--- config.mk ---
export PLATFORM = sky130hd
export DESIGN_NAME = rmq_sqrt
export DESIGN_NICKNAME = d
export VERILOG_FILES = /design/src/hw/rtl/rmq_pkg.sv /design/src/hw/rtl/rmq_sqrt.sv
export SDC_FILE = /design/constraint.sdc
export NUM_CORES = 1
export LEC_CHECK = 0
export ABC_AREA = 0
export BUFFER_PORTS_ARGS = -buffer_cell sky130_fd_sc_hd__buf_2
export CAP_MARGIN = 10
export CORE_MARGIN = 1.5
export CORE_UTILIZATION = 59
export CTS_CLUSTER_DIAMETER = 30
export DETAILED_ROUTE_END_ITERATION = 16
export PLACE_DENSITY = 0.77
export SLEW_MARGIN = 0
export SYNTH_ARGS = -nofsm -noshare
export SYNTH_HDL_FRONTEND = slang
export SYNTH_SLANG_ARGS = --single-unit
--- constraint.sdc ---
create_clock -name clk -period 2.9 [get_ports clk]
set_clock_uncertainty 0.2 [all_clocks]
set_input_delay 0.58 -clock clk [delete_from_list [all_inputs] [get_ports clk]]
set_output_delay 0.58 -clock clk [all_outputs]
set_load 0.01 [all_outputs]
--- src/hw/rtl/rmq_pkg.sv ---
// Shared widths, codes and helpers for the rotation matrix to quaternion block.
// No dependencies.
package rmq_pkg;

  localparam int DATA_WIDTH = 16;
  localparam int FRAC_BITS  = 14;

  // signed trace / root argument
  localparam int ARG_W     = DATA_WIDTH + 3;
  // radicand, rounded down to an even width
  localparam int SQ_IN_W   = ((DATA_WIDTH + FRAC_BITS + 3) / 2) * 2;
  localparam int ROOT_W    = SQ_IN_W / 2;
  localparam int SQ_REM_W  = ROOT_W + 2;
  // signed off-diagonal sum or difference
  localparam int S_W       = DATA_WIDTH + 1;
  // dividend (mag << FRAC_BITS) + root
  localparam int NUM_W     = DATA_WIDTH + 2 + FRAC_BITS;
  // root >= 2^(FRAC_BITS/2), so the quotient fits in Q_W bits
  localparam int Q_W       = NUM_W - FRAC_BITS / 2 - 1;
  localparam int DIV_REM_W = ROOT_W + 2;

  localparam logic [ARG_W-1:0] ONE_Q =
    {{(ARG_W - FRAC_BITS - 1){1'b0}}, 1'b1, {FRAC_BITS{1'b0}}};

  // branch codes; also the quaternion slot that holds the diagonal term
  localparam logic [1:0] BR_TRACE = 2'd0;
  localparam logic [1:0] BR_X     = 2'd1;
  localparam logic [1:0] BR_Y     = 2'd2;
  localparam logic [1:0] BR_Z     = 2'd3;

  typedef struct packed {
    logic [3:0][S_W-1:0] s;       // per slot w,x,y,z
    logic [1:0]          branch;
    logic                invalid;
  } side_t;

  // saturate a sign/magnitude quotient to the signed output range
  function automatic logic [DATA_WIDTH-1:0] sat_mag(input logic [Q_W-1:0] q,
                                                    input logic neg);
    logic [Q_W-1:0] lim;
    logic [Q_W-1:0] nq;
    lim = {{(Q_W - DATA_WIDTH + 1){1'b0}}, {(DATA_WIDTH - 1){1'b1}}};
    nq  = ~q + 1'b1;
    if (!neg) begin
      if (q > lim) return {1'b0, {(DATA_WIDTH - 1){1'b1}}};
      return q[DATA_WIDTH-1:0];
    end
    if (q > lim + 1'b1) return {1'b1, {(DATA_WIDTH - 1){1'b0}}};
    return nq[DATA_WIDTH-1:0];
  endfunction

endpackage

--- src/hw/rtl/rmq_sqrt.sv ---
// Pipelined integer square root, one result bit per stage, side data carried along.
// Depends on rmq_pkg.
module rmq_sqrt (
  input  logic                         clk,
  input  logic                         rst,
  input  logic                         in_valid,
  input  logic [rmq_pkg::SQ_IN_W-1:0]  in_rad,
  input  rmq_pkg::side_t               in_side,
  output logic                         out_valid,
  output logic [rmq_pkg::ROOT_W-1:0]   out_root,
  output rmq_pkg::side_t               out_side
);

  logic                          v    [rmq_pkg::ROOT_W+1];
  logic [rmq_pkg::SQ_IN_W-1:0]   rad  [rmq_pkg::ROOT_W+1];
  logic [rmq_pkg::SQ_REM_W-1:0]  rem  [rmq_pkg::ROOT_W+1];
  logic [rmq_pkg::ROOT_W-1:0]    root [rmq_pkg::ROOT_W+1];
  rmq_pkg::side_t                side [rmq_pkg::ROOT_W+1];

  assign v[0]    = in_valid;
  assign rad[0]  = in_rad;
  assign rem[0]  = '0;
  assign root[0] = '0;
  assign side[0] = in_side;

  for (genvar g = 0; g < rmq_pkg::ROOT_W; g++) begin : g_stage
    logic [rmq_pkg::SQ_REM_W-1:0] rsh;
    logic [rmq_pkg::SQ_REM_W-1:0] trial;
    logic                         ge;

    always_comb begin
      // bring down the next two radicand bits
      rsh   = {rem[g][rmq_pkg::SQ_REM_W-3:0], rad[g][rmq_pkg::SQ_IN_W-1 -: 2]};
      trial = {root[g], 2'b01};
      ge    = rsh >= trial;
    end

    always_ff @(posedge clk) begin
      if (rst) v[g+1] <= 1'b0;
      else v[g+1] <= v[g];
    end

    always_ff @(posedge clk) begin
      rad[g+1]  <= rad[g] << 2;
      rem[g+1]  <= ge ? rsh - trial : rsh;
      root[g+1] <= {root[g][rmq_pkg::ROOT_W-2:0], ge};
      side[g+1] <= side[g];
    end
  end

  assign out_valid = v[rmq_pkg::ROOT_W];
  assign out_root  = root[rmq_pkg::ROOT_W];
  assign out_side  = side[rmq_pkg::ROOT_W];

endmodule

==> results.sh, run 1 <==
export IMPL_dp_cells=4391
export IMPL_syn_area_per_cell_um2=13.7
export IMPL_die_y_um=280
export IMPL_clock_fmax_mhz=367
export IMPL_final_cell_mix="1752 x dfxtp_1, 210 x clkbuf_16, 193 x buf_2"
export IMPL_crit_type="flop to flop"
export IMPL_boundaryPins=194
export IMPL_postLayoutCellArea_mm2=0.0557
export IMPL_via_per_inst=4.70
export IMPL_finalSetupViolations=0
export IMPL_final_common_cell="dfxtp_1"
export IMPL_final_util=0.734
export IMPL_ys_flop_type="dfxtp_1"
export IMPL_drcViolationCount=0
export IMPL_via_count=23000
export IMPL_stdcell_count=4887
export IMPL_grt_setup_unrepaired="no"
export IMPL_cap_violations=0
export IMPL_cts_buffer_depth=3
export IMPL_total_power_mw=60.4
export IMPL_clock_sinks=1752
export IMPL_dpl_cell_area_mm2=0.0469
export IMPL_grt_pass1_vias=24300
export IMPL_grt_pass1_wl_mm=118
export IMPL_async_flop_share=0
export IMPL_worst_pin_slew_ns=0.625
export IMPL_slew_violations=0
export IMPL_slew_headroom=0.582
export IMPL_synth_largest_area_cell="dfxtp_1"
export IMPL_layout_drive_gt1_share=0.167
export IMPL_required_ns=3.34
export IMPL_vdd_drop_max_mv=1.01
export IMPL_postCtsSetupBuffers=0
export IMPL_synthToLayoutAreaGrowth_pct=23.2
export IMPL_netlist_area_leader_share=0.776
export IMPL_finalHoldViolCount=0
export IMPL_timing_hold_ws_ns=0.0586
export IMPL_cts_tree="done"
export IMPL_place_ws_ns=0.138
export IMPL_ys_ff_latch=1752
export IMPL_antenna_left=0
export IMPL_p_leak_nw=25.0
export IMPL_rows=101
export IMPL_numCtsBuffers=209
export IMPL_status="completed"
export IMPL_power_density_mw_per_mm2=1080
export IMPL_synth_area_leaders="dfxtp_1 78%, ha_1 4.2%, xnor2_1 1.7%"
export IMPL_grt_max_degree=27
export IMPL_fin_crit_sh=0.941
export IMPL_die_area_mm2=0.0783
export IMPL_dr_pass1_iters=5
export IMPL_portBuffers=193
export IMPL_synthesis_area_mm2=0.0452
export IMPL_grt_ovfl_total=0
export IMPL_period_needed_ns=2.73
export IMPL_die_x_um=280
export IMPL_clkSlewWorstSetupHoldPaths_ns=0.07
export IMPL_drt_iter0_markers=820
export IMPL_wirelength_mm=72.7
export IMPL_holdCritPathClass="flop to flop"
export IMPL_clk_insertion_delay_late_ns=0.78
export IMPL_htree_levels=4
export IMPL_synth_fp_nets=3552
export IMPL_core_area_mm2=0.0758
export IMPL_layout_setup_ws_ns=0.171
export IMPL_syn_instance_count=3294
export IMPL_wl_per_cell_um=14.9
export IMPL_synth_edf_count=0
export IMPL_gp_congestion=0.888
export IMPL_crit_path_start_kind="flop"
export IMPL_antenna_found_initial=0
export IMPL_initial_core_util=0.596
export IMPL_fin_nets=3989
export IMPL_ys_warn_count=0
export IMPL_root_buffer="clkbuf_16"
export IMPL_arrival_ns=3.17
export IMPL_ys_types=83
export IMPL_path_max_fanout=15
export IMPL_ys_seq_area_frac=0.776
export IMPL_finalSetupTns_ns=0
export IMPL_cp_end_kind="flop"
export IMPL_diodes=0
export IMPL_hpwl_mm=38.9
export IMPL_grtUsageTotal=0.189
## cell usage after synthesis (5+ instances only)
master and count:
dfxtp_1 1752, nor2_1 185, inv_1 173, ha_1 152, a21oi_1 149, nand2_1 88, xnor2_1 87, xor2_1 74
o21ai_0 73, buf_4 72, nor2b_1 41, o21a_1 36, nor3_1 33, nand2b_1 32, nand3_1 32, mux2_2 26
or3_1 25, a21o_1 22, nand4_1 17, nor4_1 16, o31ai_1 16, buf_2 15, a211oi_1 12, and2_1 11
o211ai_1 11, clkbuf_1 10, o21ai_1 9, or4_1 9, and3_1 8, o31a_1 8, o2111ai_1 7, or2_2 6
a31oi_1 5
## area by class of cell
type	count	area, µm²
flip-flops and latches	1752	35100
fillers	4667	20200
multi-input cells	1267	8800
clock buffers	246	5610
repair buffers	326	2260
clock inverters	143	2030
well taps	978	1220
inverters	175	657
## flip-flops by register name, summed over array words and instances (netlist names)
name,flops
g_stage.rsh,254
out_root,16
side,1065
rad,210
out_valid,1
v,15
g_stage.trial,120
out_side,71
## path summary, 6_finish.rpt
check                 startpoint                 to  slack [ns]  cells past startpoint
max          g_stage[4].trial[2]  g_stage[5].rsh[3]        0.17                      9
min                   side[1132]         side[1061]        0.06                      0
max reg2reg  g_stage[4].trial[2]  g_stage[5].rsh[3]        0.17                      9
min reg2reg           side[1132]         side[1061]        0.06                      0
## report_power, final
| part | internal [mW] | switching [mW] |
|---|---|---|
| clock network | 16.7 | 10.7 |
| logic | 2.58 | 2.78 |
| registers | 26.5 | 1.18 |
| total | 45.7 | 14.6 |
## cells by family after synthesis
| family | count (synthesis) | share of synthesized area |
|---|---|---|
| adder cells (fa/ha/maj) | 152 | 0.0421 |
| AND/OR/NAND/NOR | 528 | 0.0588 |
| XOR/XNOR | 161 | 0.0312 |
| flip-flops | 1752 | 0.776 |
| multiplexers | 31 | 0.00767 |
| buffers and inverters | 275 | 0.0296 |
| AO/OA/AOI/OAI | 394 | 0.0544 |
| other | 1 | 0.0000830 |
## worst max-delay path, stage by stage (launching register included)
cell and delay [ns]:
dfxtp_1 0.34, inv_1 0.06, ha_1 0.34, nor2b_1 0.16, o21ai_0 0.24, a21boi_0 0.13, o21a_1 0.25, or3_1 0.56
nor2_1 0.23, a21oi_1 0.08
## what timing repair did
| action | CTS | global route |
|---|---|---|
| endpoints found under the hold margin | 119 | 0 |
| hold buffers | 107 | 0 |
| resized for setup | 0 | 4 |
| setup endpoints to repair | 0 | 23 |
## per-layer routing
metal	wire, µm	up-vias	global-route usage
li1	-	11700	-
met2	40800	427	0.373
met4	1900	0	0.0772
met3	2550	157	0.0418
met5	0	-	0
met1	27500	10700	0.188
No activity file was read; power rests on OpenSTA's default activity.
==> run 2: changes to the inputs <==
- CORE_UTILIZATION: 59 -> 45
- PLACE_DENSITY: 0.77 -> default
==> results.sh, run 2 (synthesis gave the netlist of run 1 again) <==
export IMPL_status="completed"
export IMPL_postLayoutCellArea_mm2=0.0580
export IMPL_grt_max_degree=27
export IMPL_dpl_cell_area_mm2=0.0474
export IMPL_grt_ovfl_total=0
export IMPL_final_common_cell="dfxtp_1"
export IMPL_clock_fmax_mhz=370
export IMPL_p_leak_nw=26.0
export IMPL_grtUsageTotal=0.124
export IMPL_dr_pass1_iters=7
export IMPL_gp_congestion=0.896
export IMPL_finalSetupTns_ns=0
export IMPL_slew_headroom=0.538
export IMPL_core_area_mm2=0.0999
export IMPL_portBuffers=193
export IMPL_period_needed_ns=2.70
export IMPL_postCtsSetupBuffers=0
export IMPL_regMostFlops="side"
export IMPL_die_area_mm2=0.102
export IMPL_met1_usage=0.139
export IMPL_finalSetupViolations=0
export IMPL_fin_crit_sh=0.932
export IMPL_cts_buffer_depth=4
export IMPL_path_max_fanout=10
export IMPL_layout_setup_ws_ns=0.197
export IMPL_die_y_um=320
export IMPL_power_density_mw_per_mm2=1130
export IMPL_min_delay_start="rad[443]"
export IMPL_finalHoldViolCount=0
export IMPL_vdd_drop_max_mv=0.719
export IMPL_crit_path_start="g_stage[10].trial[8]"
export IMPL_antenna_found_initial=1
export IMPL_holdCritPathClass="flop to flop"
export IMPL_clock_sinks=1752
export IMPL_clkSlewWorstSetupHoldPaths_ns=0.06
export IMPL_boundaryPins=194
export IMPL_via_count=22900
export IMPL_die_x_um=320
export IMPL_required_ns=3.40
export IMPL_antenna_left=0
export IMPL_cp_end_kind="flop"
export IMPL_largest_reg_flops=1065
export IMPL_busiest_layer="met2"
export IMPL_numCtsBuffers=280
export IMPL_crit_type="flop to flop"
export IMPL_hpwl_mm=38.1
export IMPL_root_buffer="clkbuf_16"
export IMPL_met2_usage=0.206
export IMPL_crit_path_start_kind="flop"
export IMPL_initial_core_util=0.453
export IMPL_via_per_inst=4.31
export IMPL_layout_drive_gt1_share=0.187
export IMPL_place_ws_ns=0.210
export IMPL_cap_violations=0
export IMPL_wirelength_mm=62.5
export IMPL_cts_tree="done"
export IMPL_htree_levels=5
export IMPL_use_met3=0.0416
export IMPL_grt_setup_unrepaired="no"
export IMPL_final_cell_mix="1752 x dfxtp_1, 283 x clkbuf_16, 193 x buf_2"
export IMPL_arrival_ns=3.21
export IMPL_timing_hold_ws_ns=0.0798
export IMPL_slew_violations=0
export IMPL_r2r_start="g_stage[10].trial[8]"
export IMPL_fin_nets=4072
export IMPL_wl_per_cell_um=11.8
export IMPL_synthToLayoutAreaGrowth_pct=28.3
export IMPL_drcViolationCount=0
export IMPL_grt_pass1_vias=23100
export IMPL_clk_insertion_delay_late_ns=0.85
export IMPL_drt_iter0_markers=768
export IMPL_grt_pass1_wl_mm=105
export IMPL_rows=116
export IMPL_worst_pin_slew_ns=0.689
==> run 2: cell types whose count changed in the layout (fill, tap and decap cells not counted), moves of 2 or more <==
cell,change
clkinv_8,+5
clkbuf_16,+73
clkinv_16,-8
clkinvlp_4,-6
clkinv_4,+8
bufinv_16,+4
inv_8,-10
inv_16,-3
clkinv_2,+5
inv_6,+16
buf_12,+2
clkbuf_1,+4
buf_4,+10
==> run 2: final cells by class <==
| type | instances | area, µm² |
|---|---|---|
| Timing Repair Buffer | 338 | 2370 |
| Inverter | 175 | 657 |
| Fill cell | 7848 | 41900 |
| Antenna cell | 1 | 2.50 |
| Multi-Input combinational cell | 1267 | 8780 |
| Sequential cell | 1752 | 35100 |
| Clock buffer | 323 | 7450 |
| Clock inverter | 154 | 2010 |
| Tap cell | 1298 | 1620 |
==> run 2: through the flow <==
stage,utilization,power [mW],instances
global route,0.581,68.5,5307
global placement,0.475,33.4,4723
finish,0.581,65.4,5308
detailed placement,0.475,33.4,4723
CTS,0.581,66.3,5307
floorplan,-,31.9,3294
==> run 2: routing by layer <==
metal / routed length, µm / part of all wire / vias to the layer above
met1: 27000 / 0.43 / 10400
met2: 29900 / 0.48 / 491
met4: 2200 / 0.035 / 0
met3: 3360 / 0.054 / 173
li1: - / - / 11900
met5: 0 / 0 / -
==> run 2: timing repair <==
item	in CTS	in global routing
resized for setup	0	3
hold buffers	107	0
hold endpoints to repair	120	0
endpoints found under the setup margin	0	6
==> run 2: power breakdown <==
| part | internal, mW | switching (mW) | total [mW] |
|---|---|---|---|
| Clock | 21.3 | 11.0 | 32.3 |
| Sequential | 26.5 | 1.09 | 27.6 |
| Combinational | 2.65 | 2.77 | 5.42 |
| Total | 50.5 | 14.9 | 65.4 |
==> run 2: path summary, 6_finish.rpt <==
check                             to  slack (ns)  cells after the start
setup / recovery  g_stage[11].rsh[7]        0.20                     10
hold / removal              rad[413]        0.08                      0
setup reg to reg  g_stage[11].rsh[7]        0.20                     10
hold reg to reg             rad[413]        0.08                      0
==> run 2: critical path, stage by stage (launching register included) <==
cell and delay [ns]:
dfxtp_1 0.32, inv_1 0.04, ha_1 0.35, nand3_1 0.15, or4_1 0.55, nand2_1 0.11
a21oi_1 0.07, o211ai_1 0.35, buf_4 0.29, nor2_1 0.05, a21oi_1 0.12
==> run 3: changes to the inputs <==
- clock period: 2.9 -> 2.21 ns (I/O delays scaled with it)
==> results.sh, run 3 (synthesis gave the netlist of run 1 again) <==
export IMPL_hpwl_mm=40.6
export IMPL_p_seq_frac=0.390
export IMPL_p_sw_frac=0.242
export IMPL_slew_headroom=0.615
export IMPL_crit_path_start_kind="flop"
export IMPL_dpl_cell_area_mm2=0.0509
export IMPL_synthToLayoutAreaGrowth_pct=47.7
export IMPL_grt_pass1_vias=26400
export IMPL_root_buffer="clkbuf_16"
export IMPL_portBuffers=193
export IMPL_antenna_found_initial=0
export IMPL_nFillCells=6871
export IMPL_layout_setup_ws_ns=-0.249
export IMPL_worst_pin_slew_ns=0.574
export IMPL_diodes=0
export IMPL_arrival_ns=2.94
export IMPL_cts_tree="done"
export IMPL_cp_end_kind="flop"
export IMPL_drt_iter0_markers=680
export IMPL_cts_buffer_depth=4
export IMPL_timing_hold_ws_ns=0.0405
export IMPL_numCtsBuffers=294
export IMPL_htree_levels=5
export IMPL_grtUsageTotal=0.141
export IMPL_dr_pass1_iters=5
export IMPL_grt_max_degree=17
export IMPL_die_y_um=320
export IMPL_via_count=25500
export IMPL_clockPowerShare=0.470
export IMPL_postLayoutCellArea_mm2=0.0667
export IMPL_wl_per_cell_um=12.5
export IMPL_final_common_cell="dfxtp_1"
export IMPL_p_leak_nw=29.4
export IMPL_path_max_fanout=6
export IMPL_finalSetupViolations=138
export IMPL_final_seq_area_mm2=0.0352
export IMPL_clock_fmax_mhz=407
export IMPL_drcViolationCount=0
export IMPL_die_x_um=320
export IMPL_required_ns=2.69
export IMPL_boundaryPins=194
export IMPL_largest_reg_flops=1065
export IMPL_period_needed_ns=2.46
export IMPL_multi_input_area_mm2=0.0120
export IMPL_slew_violations=0
export IMPL_holdCritPathClass="input port to flop"
export IMPL_power_density_mw_per_mm2=1400
export IMPL_status="finished with violations"
export IMPL_finalHoldViolCount=0
export IMPL_initial_core_util=0.453
export IMPL_wirelength_mm=73.7
export IMPL_combPwrFrac=0.140
export IMPL_core_area_mm2=0.0999
export IMPL_layout_drive_gt1_share=0.398
export IMPL_p_sw_mw=22.7
export IMPL_clock_sinks=1752
export IMPL_grt_ovfl_total=0
export IMPL_violations="setup timing"
export IMPL_grt_setup_unrepaired="yes"
export IMPL_crit_type="flop to flop"
export IMPL_grt_pass1_wl_mm=119
export IMPL_regMostFlops="side"
export IMPL_clk_insertion_delay_late_ns=0.84
export IMPL_power_internal_mw=71.0
export IMPL_fin_crit_sh=1.11
export IMPL_via_per_inst=4.30
export IMPL_gp_congestion=0.860
export IMPL_rows=116
export IMPL_vdd_drop_max_mv=1.10
export IMPL_die_area_mm2=0.102
export IMPL_fin_nets=4655
export IMPL_clkSlewWorstSetupHoldPaths_ns=0.05
export IMPL_finalSetupTns_ns=-12.43
export IMPL_antenna_left=0
export IMPL_cap_violations=0
export IMPL_final_cell_mix="1660 x dfxtp_1, 460 x buf_4, 299 x clkbuf_16"
## run 3: cell count changes in the layout (fill, tap and decap cells not counted), moves of 53 or more
cell,previous run,this run
buf_4,34,460
dfxtp_1,1752,1660
dfxtp_2,0,90
ha_1,152,67
nor2_1,185,104
ha_4,0,75
dlygate4sd3_1,107,178
a21oi_1,149,85
a21oi_2,1,58
nor2_4,0,53
## run 3: cell type report
type / instances / share of cell area
timing repair buffer: 907 / 0.109
multi-input combinational: 1267 / 0.180
clock inverter: 174 / 0.0315
sequential: 1752 / 0.527
tap: 1298 / 0.0243
inverter: 175 / 0.00994
clock buffer: 342 / 0.117
## run 3: final timing paths
path,to,start,slack [ns],cells after the start
hold reg to reg,side[962],side[1033],0.08,0
hold / removal,side[1097],in_side[32],0.04,2
setup / recovery,g_stage[10].rsh[10],g_stage[9].trial[2],-0.25,11
setup reg to reg,g_stage[10].rsh[10],g_stage[9].trial[2],-0.25,11
## run 3: critical path, cell delays in order (launching register included)
cell	delay, ns
dfxtp_2	0.33
inv_2	0.04
ha_4	0.21
nor2b_4	0.12
o31a_1	0.31
o21ai_2	0.17
a31o_4	0.17
nand4_1	0.24
buf_4	0.26
buf_12	0.15
nor2_4	0.08
a21oi_2	0.04
## run 3: what timing repair did
item                                    CTS  global route
buffers inserted                         72            33
gates resized for setup                 378           378
endpoints found under the setup margin  184           205
endpoints found under the hold margin   120             0
hold buffers                            178             0
pin swaps                               116           135
gates cloned                             11             3
## run 3: layer usage
| metal | vias up | wire length, µm | track usage |
|---|---|---|---|
| met4 | 0 | 2710 | 0.0828 |
| met3 | 222 | 2810 | 0.0384 |
| met1 | 11700 | 29100 | 0.147 |
| li1 | 13100 | - | - |
| met5 | - | 0 | 0 |
| met2 | 456 | 39000 | 0.254 |
## run 3: stage by stage
step                cells  setup WS (ns)  power [mW]  utilization
floorplan            3294        -0.0913        42.3            -
global placement     5113         -0.282        46.2        0.510
detailed placement   5113         -0.330        46.3        0.510
CTS                  5887         -0.193        93.0        0.651
global route         5915         -0.320        97.9        0.668
finish               5915         -0.249        93.7        0.668
## run 3: power groups by stage
stage / Clock [mW] / Sequential (mW) / Combinational, mW
after floorplan: 0 / 36.5 / 5.79
after global placement: 0 / 36.8 / 9.36
after detailed placement: 0 / 36.9 / 9.46
after CTS: 44.9 / 36.4 / 11.7
after global routing: 46.7 / 36.9 / 14.3
final: 44.0 / 36.6 / 13.1
